[config.mk]
export PLATFORM = sky130hd
export DESIGN_NAME = bicolor_led_pattern_generator_flat
export DESIGN_NICKNAME = d
export VERILOG_FILES = /design/src/rtl/blp_pkg.sv /design/src/rtl/blp_ifs.sv /design/src/rtl/blp_in_stage.sv /design/src/rtl/blp_core.sv /design/src/rtl/bicolor_led_pattern_generator.sv /design/src/flat_wrapper.sv
export SDC_FILE = /design/constraint.sdc
export NUM_CORES = 1
export LEC_CHECK = 0
export BUFFER_PORTS_ARGS = -buffer_cell sky130_fd_sc_hd__clkbuf_2
export CORE_UTILIZATION = 60
export DETAILED_ROUTE_END_ITERATION = 6
export GPL_ROUTABILITY_DRIVEN = 1
export GPL_TIMING_DRIVEN = 0
export PLACE_DENSITY = 0.81
export SYNTH_ARGS = -nofsm -noshare
export SYNTH_HDL_FRONTEND = slang
export SYNTH_SLANG_ARGS = --single-unit
[constraint.sdc]
create_clock -name clk -period 7.8 [get_ports clk]
set_input_delay 1.17 -clock clk [delete_from_list [all_inputs] [get_ports clk]]
set_output_delay 1.17 -clock clk [all_outputs]
set_load 0.01 [all_outputs]
[src/rtl/blp_pkg.sv]
package blp_pkg;

  localparam int PAT_W  = 5;
  localparam int DIV_W  = 8;

  // Pattern code boundaries
  localparam logic [PAT_W-1:0] PAT_OFF          = 5'd0;
  localparam logic [PAT_W-1:0] PAT_GREEN        = 5'd1;
  localparam logic [PAT_W-1:0] PAT_RED          = 5'd2;
  localparam logic [PAT_W-1:0] PAT_STEADY_LAST  = 5'd3;
  localparam logic [PAT_W-1:0] PAT_SLOW_FIRST   = 5'd4;
  localparam logic [PAT_W-1:0] PAT_SLOW_LAST    = 5'd9;
  localparam logic [PAT_W-1:0] PAT_FAST_FIRST   = 5'd10;
  localparam logic [PAT_W-1:0] PAT_FAST_LAST    = 5'd15;
  localparam logic [PAT_W-1:0] PAT_PULSE_FIRST  = 5'd16;
  localparam logic [PAT_W-1:0] PAT_COUNT        = 5'd25;

  localparam logic [DIV_W-1:0] SLOW_DIV_RESET   = 8'd5;

  // Toggle rule codes
  localparam logic [2:0] TGL_GREEN        = 3'd0;
  localparam logic [2:0] TGL_RED          = 3'd1;
  localparam logic [2:0] TGL_ORANGE       = 3'd2;
  localparam logic [2:0] TGL_GREEN_RED    = 3'd3;
  localparam logic [2:0] TGL_GREEN_ORANGE = 3'd4;

  // Pulse colour codes
  localparam logic [1:0] COL_GREEN  = 2'd0;
  localparam logic [1:0] COL_RED    = 2'd1;
  localparam logic [1:0] COL_ORANGE = 2'd2;

  typedef struct packed {
    logic             request_valid;
    logic [PAT_W-1:0] request_pattern;
  } req_t;

  typedef struct packed {
    logic green;
    logic red;
  } led_t;

  typedef struct packed {
    logic [2:0] pulses;
    logic [1:0] colour;
  } pulse_sel_t;

  // Next LED state for one toggle rule
  function automatic led_t apply_toggle(logic [2:0] kind, led_t cur);
    led_t nxt;
    unique case (kind)
      TGL_GREEN:        nxt = cur.green ? '{1'b0, 1'b0} : '{1'b1, 1'b0};
      TGL_RED:          nxt = cur.red   ? '{1'b0, 1'b0} : '{1'b0, 1'b1};
      TGL_ORANGE:       nxt = cur.red   ? '{1'b0, 1'b0} : '{1'b1, 1'b1};
      TGL_GREEN_RED:    nxt = cur.green ? '{1'b0, 1'b1} : '{1'b1, 1'b0};
      TGL_GREEN_ORANGE: nxt = cur.red   ? '{1'b1, 1'b0} : '{1'b1, 1'b1};
      default:          nxt = cur.green ? '{1'b0, 1'b1} : '{1'b1, 1'b1};
    endcase
    return nxt;
  endfunction

  // Pulse count and colour for a pulse pattern offset (0..8)
  function automatic pulse_sel_t pulse_decode(logic [3:0] idx);
    pulse_sel_t s;
    unique case (idx)
      4'd0:    s = '{3'd2, COL_GREEN};
      4'd1:    s = '{3'd2, COL_RED};
      4'd2:    s = '{3'd2, COL_ORANGE};
      4'd3:    s = '{3'd3, COL_GREEN};
      4'd4:    s = '{3'd3, COL_RED};
      4'd5:    s = '{3'd3, COL_ORANGE};
      4'd6:    s = '{3'd4, COL_GREEN};
      4'd7:    s = '{3'd4, COL_RED};
      default: s = '{3'd4, COL_ORANGE};
    endcase
    return s;
  endfunction

endpackage

[src/rtl/blp_ifs.sv]
interface blp_req_if;
  import blp_pkg::*;
  logic             valid;
  logic             ready;
  logic             request_valid;
  logic [PAT_W-1:0] request_pattern;

  modport source (output valid, output request_valid, output request_pattern, input ready);
  modport sink   (input valid, input request_valid, input request_pattern, output ready);
endinterface

interface blp_res_if;
  import blp_pkg::*;
  logic             valid;
  logic             ready;
  logic             green_pin;
  logic             red_pin;
  logic [PAT_W-1:0] active_pattern;

  modport source (output valid, output green_pin, output red_pin, output active_pattern,
                  input ready);
  modport sink   (input valid, input green_pin, input red_pin, input active_pattern,
                  output ready);
endinterface

[src/rtl/blp_in_stage.sv]
module blp_in_stage (
  input  logic          clk,
  input  logic          rst_n,
  blp_req_if.sink       in_chan,
  output logic          req_valid,
  output blp_pkg::req_t req,
  input  logic          req_take
);
  import blp_pkg::*;

  logic valid_r;
  logic valid_nxt;
  req_t req_r;

  // Accept a new item whenever the held one is empty or leaving
  assign in_chan.ready = !valid_r || req_take;

  always_comb begin
    valid_nxt = valid_r;
    if (in_chan.ready) begin
      valid_nxt = in_chan.valid;
    end
  end

  always_ff @(posedge clk) begin
    if (!rst_n) begin
      valid_r <= 1'b0;
    end else begin
      valid_r <= valid_nxt;
    end
  end

  // Capture the payload on accept
  always_ff @(posedge clk) begin
    if (in_chan.valid && in_chan.ready) begin
      req_r.request_valid   <= in_chan.request_valid;
      req_r.request_pattern <= in_chan.request_pattern;
    end
  end

  assign req_valid = valid_r;
  assign req       = req_r;
endmodule

[src/rtl/blp_core.sv]
module blp_core #(
  parameter int MAX_PULSES = 4
) (
  input  logic          clk,
  input  logic          rst_n,
  input  logic          cfg_we,
  input  logic [7:0]    cfg_wdata,
  input  logic          req_valid,
  input  blp_pkg::req_t req,
  output logic          req_take,
  blp_res_if.source     out_chan
);
  import blp_pkg::*;

  localparam int PC_W = $clog2(4 * MAX_PULSES);
  localparam int CW   = PC_W + 1;

  logic [DIV_W-1:0] slow_div_r;
  led_t             led_r, led_nxt;
  logic [PAT_W-1:0] pat_r, pat_nxt;
  logic [DIV_W-1:0] slow_cnt_r, slow_cnt_nxt;
  logic [PC_W-1:0]  pulse_cnt_r, pulse_cnt_nxt;
  logic             out_valid_r;
  led_t             out_led_r;
  logic [PAT_W-1:0] out_pat_r;

  logic [PAT_W-1:0] pat_req;
  logic [DIV_W-1:0] slow_inc;
  pulse_sel_t       psel;
  logic [PAT_W-1:0] pidx;
  logic [CW-1:0]    pulses_c, blink, total, pc_plus, pc_base;

  // Take the held item when the result register is free or draining
  assign req_take = req_valid && (!out_valid_r || out_chan.ready);

  // Compute the next LED state for one tick
  always_comb begin
    pat_req       = req.request_valid ? req.request_pattern : pat_r;
    pat_nxt       = (pat_req >= PAT_COUNT) ? PAT_OFF : pat_req;
    led_nxt       = led_r;
    slow_cnt_nxt  = slow_cnt_r;
    pulse_cnt_nxt = pulse_cnt_r;
    slow_inc      = slow_cnt_r + 8'd1;
    pidx          = pat_nxt - PAT_PULSE_FIRST;
    psel          = pulse_decode(pidx[3:0]);
    pulses_c      = (CW'(psel.pulses) > CW'(MAX_PULSES)) ? CW'(MAX_PULSES)
                                                         : CW'(psel.pulses);
    blink         = pulses_c << 1;
    total         = pulses_c << 2;
    pc_plus       = CW'(pulse_cnt_r) + CW'(1);
    pc_base       = (pc_plus >= total) ? '0 : CW'(pulse_cnt_r);
    priority if (pat_nxt == PAT_OFF) begin
      led_nxt = '{1'b0, 1'b0};
    end else if (pat_nxt <= PAT_STEADY_LAST) begin
      led_nxt = '{(pat_nxt != PAT_RED), (pat_nxt != PAT_GREEN)};
    end else if (pat_nxt <= PAT_SLOW_LAST) begin
      if (slow_cnt_r == '0) begin
        led_nxt = apply_toggle(3'(pat_nxt - PAT_SLOW_FIRST), led_r);
      end
      slow_cnt_nxt = (slow_inc >= slow_div_r) ? '0 : slow_inc;
    end else if (pat_nxt <= PAT_FAST_LAST) begin
      led_nxt = apply_toggle(3'(pat_nxt - PAT_FAST_FIRST), led_r);
    end else begin
      if (!pc_base[0] && (pc_base < blink)) begin
        led_nxt = '{(psel.colour != COL_RED), (psel.colour != COL_GREEN)};
      end else begin
        led_nxt = '{1'b0, 1'b0};
      end
      pulse_cnt_nxt = PC_W'(pc_base + CW'(1));
    end
  end

  // Hold the divider and pattern state; advance on each taken item
  always_ff @(posedge clk) begin
    if (!rst_n) begin
      slow_div_r  <= SLOW_DIV_RESET;
      led_r       <= '{1'b0, 1'b0};
      pat_r       <= PAT_OFF;
      slow_cnt_r  <= '0;
      pulse_cnt_r <= '0;
      out_valid_r <= 1'b0;
    end else begin
      if (cfg_we) begin
        slow_div_r <= cfg_wdata;
      end
      if (req_take) begin
        led_r       <= led_nxt;
        pat_r       <= pat_nxt;
        slow_cnt_r  <= slow_cnt_nxt;
        pulse_cnt_r <= pulse_cnt_nxt;
        out_valid_r <= 1'b1;
      end else if (out_chan.ready) begin
        out_valid_r <= 1'b0;
      end
    end
  end

  // Load the result register
  always_ff @(posedge clk) begin
    if (req_take) begin
      out_led_r <= led_nxt;
      out_pat_r <= pat_nxt;
    end
  end

  assign out_chan.valid          = out_valid_r;
  assign out_chan.green_pin      = !out_led_r.green;
  assign out_chan.red_pin        = !out_led_r.red;
  assign out_chan.active_pattern = out_pat_r;
endmodule

[src/rtl/bicolor_led_pattern_generator.sv]
// Channel    Dir  Payload                                   Handshake
// in_chan    in   request_valid, request_pattern[4:0]       valid / ready
// out_chan   out  green_pin, red_pin, active_pattern[4:0]   valid / ready
// cfg_*      in   cfg_wdata[7:0] = slow_divider             cfg_we, no wait
//
// One item per cycle sustained while out_chan is ready; an accepted item passes through
// the input register, then the result register behind the LED state logic.
// Reset clears LED state, pattern and counters and sets slow_divider to 5.
// A stalled output holds its result; the input register takes one more item and
// holds it, after which input ready follows output ready until the result drains.
module bicolor_led_pattern_generator #(
  parameter int MAX_PULSES = 4
) (
  input  logic       clk,
  input  logic       rst_n,
  input  logic       cfg_we,
  input  logic [7:0] cfg_wdata,
  blp_req_if.sink    in_chan,
  blp_res_if.source  out_chan
);
  import blp_pkg::*;

  logic req_valid;
  logic req_take;
  req_t req;

  blp_in_stage u_in_stage (
    .clk       (clk),
    .rst_n     (rst_n),
    .in_chan   (in_chan),
    .req_valid (req_valid),
    .req       (req),
    .req_take  (req_take)
  );

  blp_core #(
    .MAX_PULSES (MAX_PULSES)
  ) u_core (
    .clk       (clk),
    .rst_n     (rst_n),
    .cfg_we    (cfg_we),
    .cfg_wdata (cfg_wdata),
    .req_valid (req_valid),
    .req       (req),
    .req_take  (req_take),
    .out_chan  (out_chan)
  );
endmodule

[src/flat_wrapper.sv]
// flat-port wrapper written by rule: the top's interface ports become plain ports
module bicolor_led_pattern_generator_flat import blp_pkg::*;
#(
  parameter int MAX_PULSES = 4
)
  (clk, rst_n, cfg_we, cfg_wdata, in_chan_valid, in_chan_request_valid, in_chan_request_pattern, in_chan_ready, out_chan_valid, out_chan_green_pin, out_chan_red_pin, out_chan_active_pattern, out_chan_ready);
  blp_req_if in_chan_i ();
  blp_res_if out_chan_i ();
  input  logic clk;
  input  logic rst_n;
  input  logic cfg_we;
  input  logic [7:0] cfg_wdata;
  input wire logic [$bits(in_chan_i.valid)-1:0] in_chan_valid;
  input wire logic [$bits(in_chan_i.request_valid)-1:0] in_chan_request_valid;
  input wire logic [$bits(in_chan_i.request_pattern)-1:0] in_chan_request_pattern;
  output wire logic [$bits(in_chan_i.ready)-1:0] in_chan_ready;
  output wire logic [$bits(out_chan_i.valid)-1:0] out_chan_valid;
  output wire logic [$bits(out_chan_i.green_pin)-1:0] out_chan_green_pin;
  output wire logic [$bits(out_chan_i.red_pin)-1:0] out_chan_red_pin;
  output wire logic [$bits(out_chan_i.active_pattern)-1:0] out_chan_active_pattern;
  input wire logic [$bits(out_chan_i.ready)-1:0] out_chan_ready;
  assign in_chan_i.valid = in_chan_valid;
  assign in_chan_i.request_valid = in_chan_request_valid;
  assign in_chan_i.request_pattern = in_chan_request_pattern;
  assign in_chan_ready = in_chan_i.ready;
  assign out_chan_valid = out_chan_i.valid;
  assign out_chan_green_pin = out_chan_i.green_pin;
  assign out_chan_red_pin = out_chan_i.red_pin;
  assign out_chan_active_pattern = out_chan_i.active_pattern;
  assign out_chan_i.ready = out_chan_ready;
  bicolor_led_pattern_generator #(.MAX_PULSES(MAX_PULSES)) u_core (.clk(clk), .rst_n(rst_n), .cfg_we(cfg_we), .cfg_wdata(cfg_wdata), .in_chan(in_chan_i), .out_chan(out_chan_i));
endmodule
==> results.txt <==
Status - finished clean
Top-count cell post-synth - nor2_1
Rel. slew slack - 0.4814
Sink Count - 42
Power per standard cell area - 173.7 nW/um^2
Area contributors post-synth - dfxtp_1, edfxtp_1, ha_1, nor2_1, mux2i_1
Multi-input gate area - 1605 sq um
Post-CTS Setup Repair Bufs - 0
Dpl hpwl - 4242 um
CTS tree - yes
Cell Chain, Critical Path - buf_6 -> mux2i_1 -> a311o_1 -> inv_1 -> ha_1 -> mux2i_1 -> nor2_1 -> ha_1 -> nand3_1 -> a311o_1 -> and2_1 -> ha_1 -> a21oi_1 -> and4_1 -> a311oi_1 -> a2111oi_2
CTS root buf - clkbuf_8
Remaining antenna violation count - 0
Number of cells on the critical path - 16
Vias in the first global route - 2128
Worst Path Class, Setup - flop to flop
Setup violators final - 0
Crit path to - u_core.u_core.out_led_r[0]
Final #Nets - 376
Finished Layout Cells - 386
Final max-slew violation count - 0
Synth Area per Inst - 9.138 sq um
CTS H-Tree Depth - 2
First-pass GRT wire length - 9873 um
Most instantiated cells after synthesis - nor2_1, dfxtp_1, inv_1
Die X - 69.60 um
Startpoint Class - flop
Post-Route WL - 5671 um
Initial Util - 0.6253
Die H - 69.60 um
Tcrit/Tclk final - 0.5487
FF+latch count, synth - 42
Worst hold path class - flop to flop
Grt total ovfl - 0
Crit-path leading delay family - compound AO/OA/AOI/OAI gates
Largest net degree at the start of global routing - 17
Leak - 1.368 nW
Die area - 4843 sq um
Final hold slack - 0.5017 ns
Worst VDD drop - 0.1443 mV
Maximum clock frequency - 0.2336 GHz
Via count - 2307
Clock buffer depth - 2
CP max-delay cell - edfxtp_1
Post-synth ARST share - 0
Area grow syn2layout - 11.23%
Reg2Reg Launch Point - u_core.u_in_stage.req[5]
Req. time, crit path - 7.83 ns
CP Buf/Inv Count - 2
CP startpoint - u_core.u_in_stage.req[5]
Worst R2R End - u_core.u_core.out_led_r[0]
Synthesized area - 2741 sq um
Max Clock Skew - 0.002236 ns
Initial detailed-routing violation count - 142
Layout cells sized above 1 - 0.1587
Post-DR wirelength/cell - 14.69 um
Final Critical Period - 4.280 ns
Synthesized Nets - 343
Post-Route Setup TNS - 0 ns
# rows - 24
I/O Pins - 28
Clk Latency, worst-skew pair - 0.29 ns
Initial antenna violation count - 0
Core area - 4384 sq um
CP max FO - 10
Residual DRC - 0
Reg2Reg Depth - 16
GP Congestion - 0.8665
Worst-path clk slew - 0.08 ns
# hold bufs at CTS - 0
Vias per inst - 5.977
RSZ-0062 raised after global routing - false
Post-synthesis sequential area ratio - 0.3542
Post-synth top area share - 0.2118
Sequential Area - 970.9 sq um
GRT Total Usage - 0.2528
Synth Instances - 300
FILL cells - 356
EDFF count, synth - 13
Post-cts sizing count - 0
CP Capture Type - flop
Most frequent CP cell - ha_1
Max Cap Viol - 0
Critical Path Max Stage Delay - 0.45 ns
Reg-to-reg slack, setup - 3.52 ns
Synth cell types - 64
Commonest register cell after synthesis - dfxtp_1
Yosys warning total - 0
Inst Count DP - 378
IO Port Bufs - 26
Ant diodes - 0
DR pass1 iterations - 4
Final hold vios - 0
Critical path arrival - 4.31 ns
Number of buffers created by CTS - 5
Worst-Margin Slew - 0.7779 ns
Synth area leader - dfxtp_1
report_power, final:
group          total [mW]  internal, mW  switching (mW)  leakage (nW)
Sequential          0.245         0.237         0.00768         0.362
Combinational       0.110        0.0460          0.0641         0.951
Clock               0.175        0.0955          0.0793        0.0547
Total               0.530         0.379           0.151          1.37
how the worst min path moves through the flow:
stage	from	endpoint	slack, ns	cells after the start
finish	u_core.u_core.slow_div_r[6]	u_core.u_core.slow_div_r[6]	0.50	2
global route	u_core.u_core.slow_div_r[6]	u_core.u_core.slow_div_r[6]	0.52	2
CTS	u_core.u_core.slow_div_r[4]	u_core.u_core.slow_div_r[4]	0.51	2
detailed placement	u_core.u_core.slow_div_r[2]	u_core.u_core.slow_div_r[2]	0.48	2
global placement	u_core.u_core.slow_div_r[6]	u_core.u_core.slow_div_r[6]	0.47	2
floorplan	u_core.u_core.slow_div_r[0]	u_core.u_core.slow_div_r[0]	0.45	2
cell type report:
type	instances	area share
Tap cell	52	0.02134
Clock buffer	5	0.02257
Clock inverter	3	0.01436
Sequential cell	42	0.3184
Inverter	28	0.03529
Buffer	11	0.01888
Timing Repair Buffer	26	0.04268
Multi-Input combinational cell	219	0.5265
cell families (layout without fill, tap and decap cells):
family	count (synthesis)	in the layout	share of synthesized area
simple gates	106	106	0.2031
compound gates	72	72	0.2132
flops	42	42	0.3542
buf+inv	39	73	0.06024
fa+ha+maj	24	24	0.1095
mux	11	11	0.04062
xor+xnor	6	6	0.01917
worst min-delay path: cells and delay by family, from the launching register on:
| family | cells | cell delay [ns] |
|---|---|---|
| mux | 1 | 0.06 |
| flops | 1 | 0.33 |
| simple gates | 1 | 0.07 |
sequential cells by signal, summed over array words and instances, names as in the netlist:
register and cells:
u_core.u_in_stage.req_valid 1, u_core.u_core.led_r 2, u_core.u_core.pat_r 5, u_core.u_core.out_led_r 2, u_core.u_core.out_chan.valid 1, u_core.u_core.pulse_cnt_r 4, u_core.u_core.slow_cnt_r 8, u_core.u_core.slow_div_r 8
u_core.u_core.out_chan.active_pattern 5, u_core.u_in_stage.req 6
layout by cell type, fill, tap and decap left out, types with 4 or more instances in the layout:
cell      synthesis  final
a211oi_1          5      5
and3_1            5      5
clkbuf_2          0     26
a22o_1            5      5
ha_1             24     24
a21oi_1          10     10
dfxtp_1          29     29
a311oi_1          4      4
nand2_1          11     11
and2_1            8      8
nor3_1            4      4
a311o_1           5      5
o21ai_0           6      6
clkbuf_1          6      6
nand2b_1          4      4
edfxtp_1         13     13
clkbuf_8          0      5
or2_2             4      4
mux2i_1          10     10
nand3_1          13     13
a21o_1            5      5
inv_1            26     26
nor2_1           37     37
through the flow:
stage / utilization / area, sq um / worst slack (ns) / power [mW]
2_1_floorplan: - / 2741 / 4.166 / 0.3303
3_3_place_gp: 0.6698 / 2937 / 3.589 / 0.3554
3_5_place_dp: 0.6698 / 2937 / 3.569 / 0.3579
4_1_cts: 0.6955 / 3049 / 3.525 / 0.5312
5_1_grt: 0.6955 / 3049 / 3.138 / 0.5562
6_report: 0.6955 / 3049 / 3.520 / 0.5298
routing by layer:
layer / part of all wire / global-route usage
met1: 0.48 / 0.3426
met2: 0.46 / 0.4056
met3: 0.042 / 0.05523
met4: 0.014 / 0.07256
met5: 0 / 0
(Power assumes the default switching activity.)
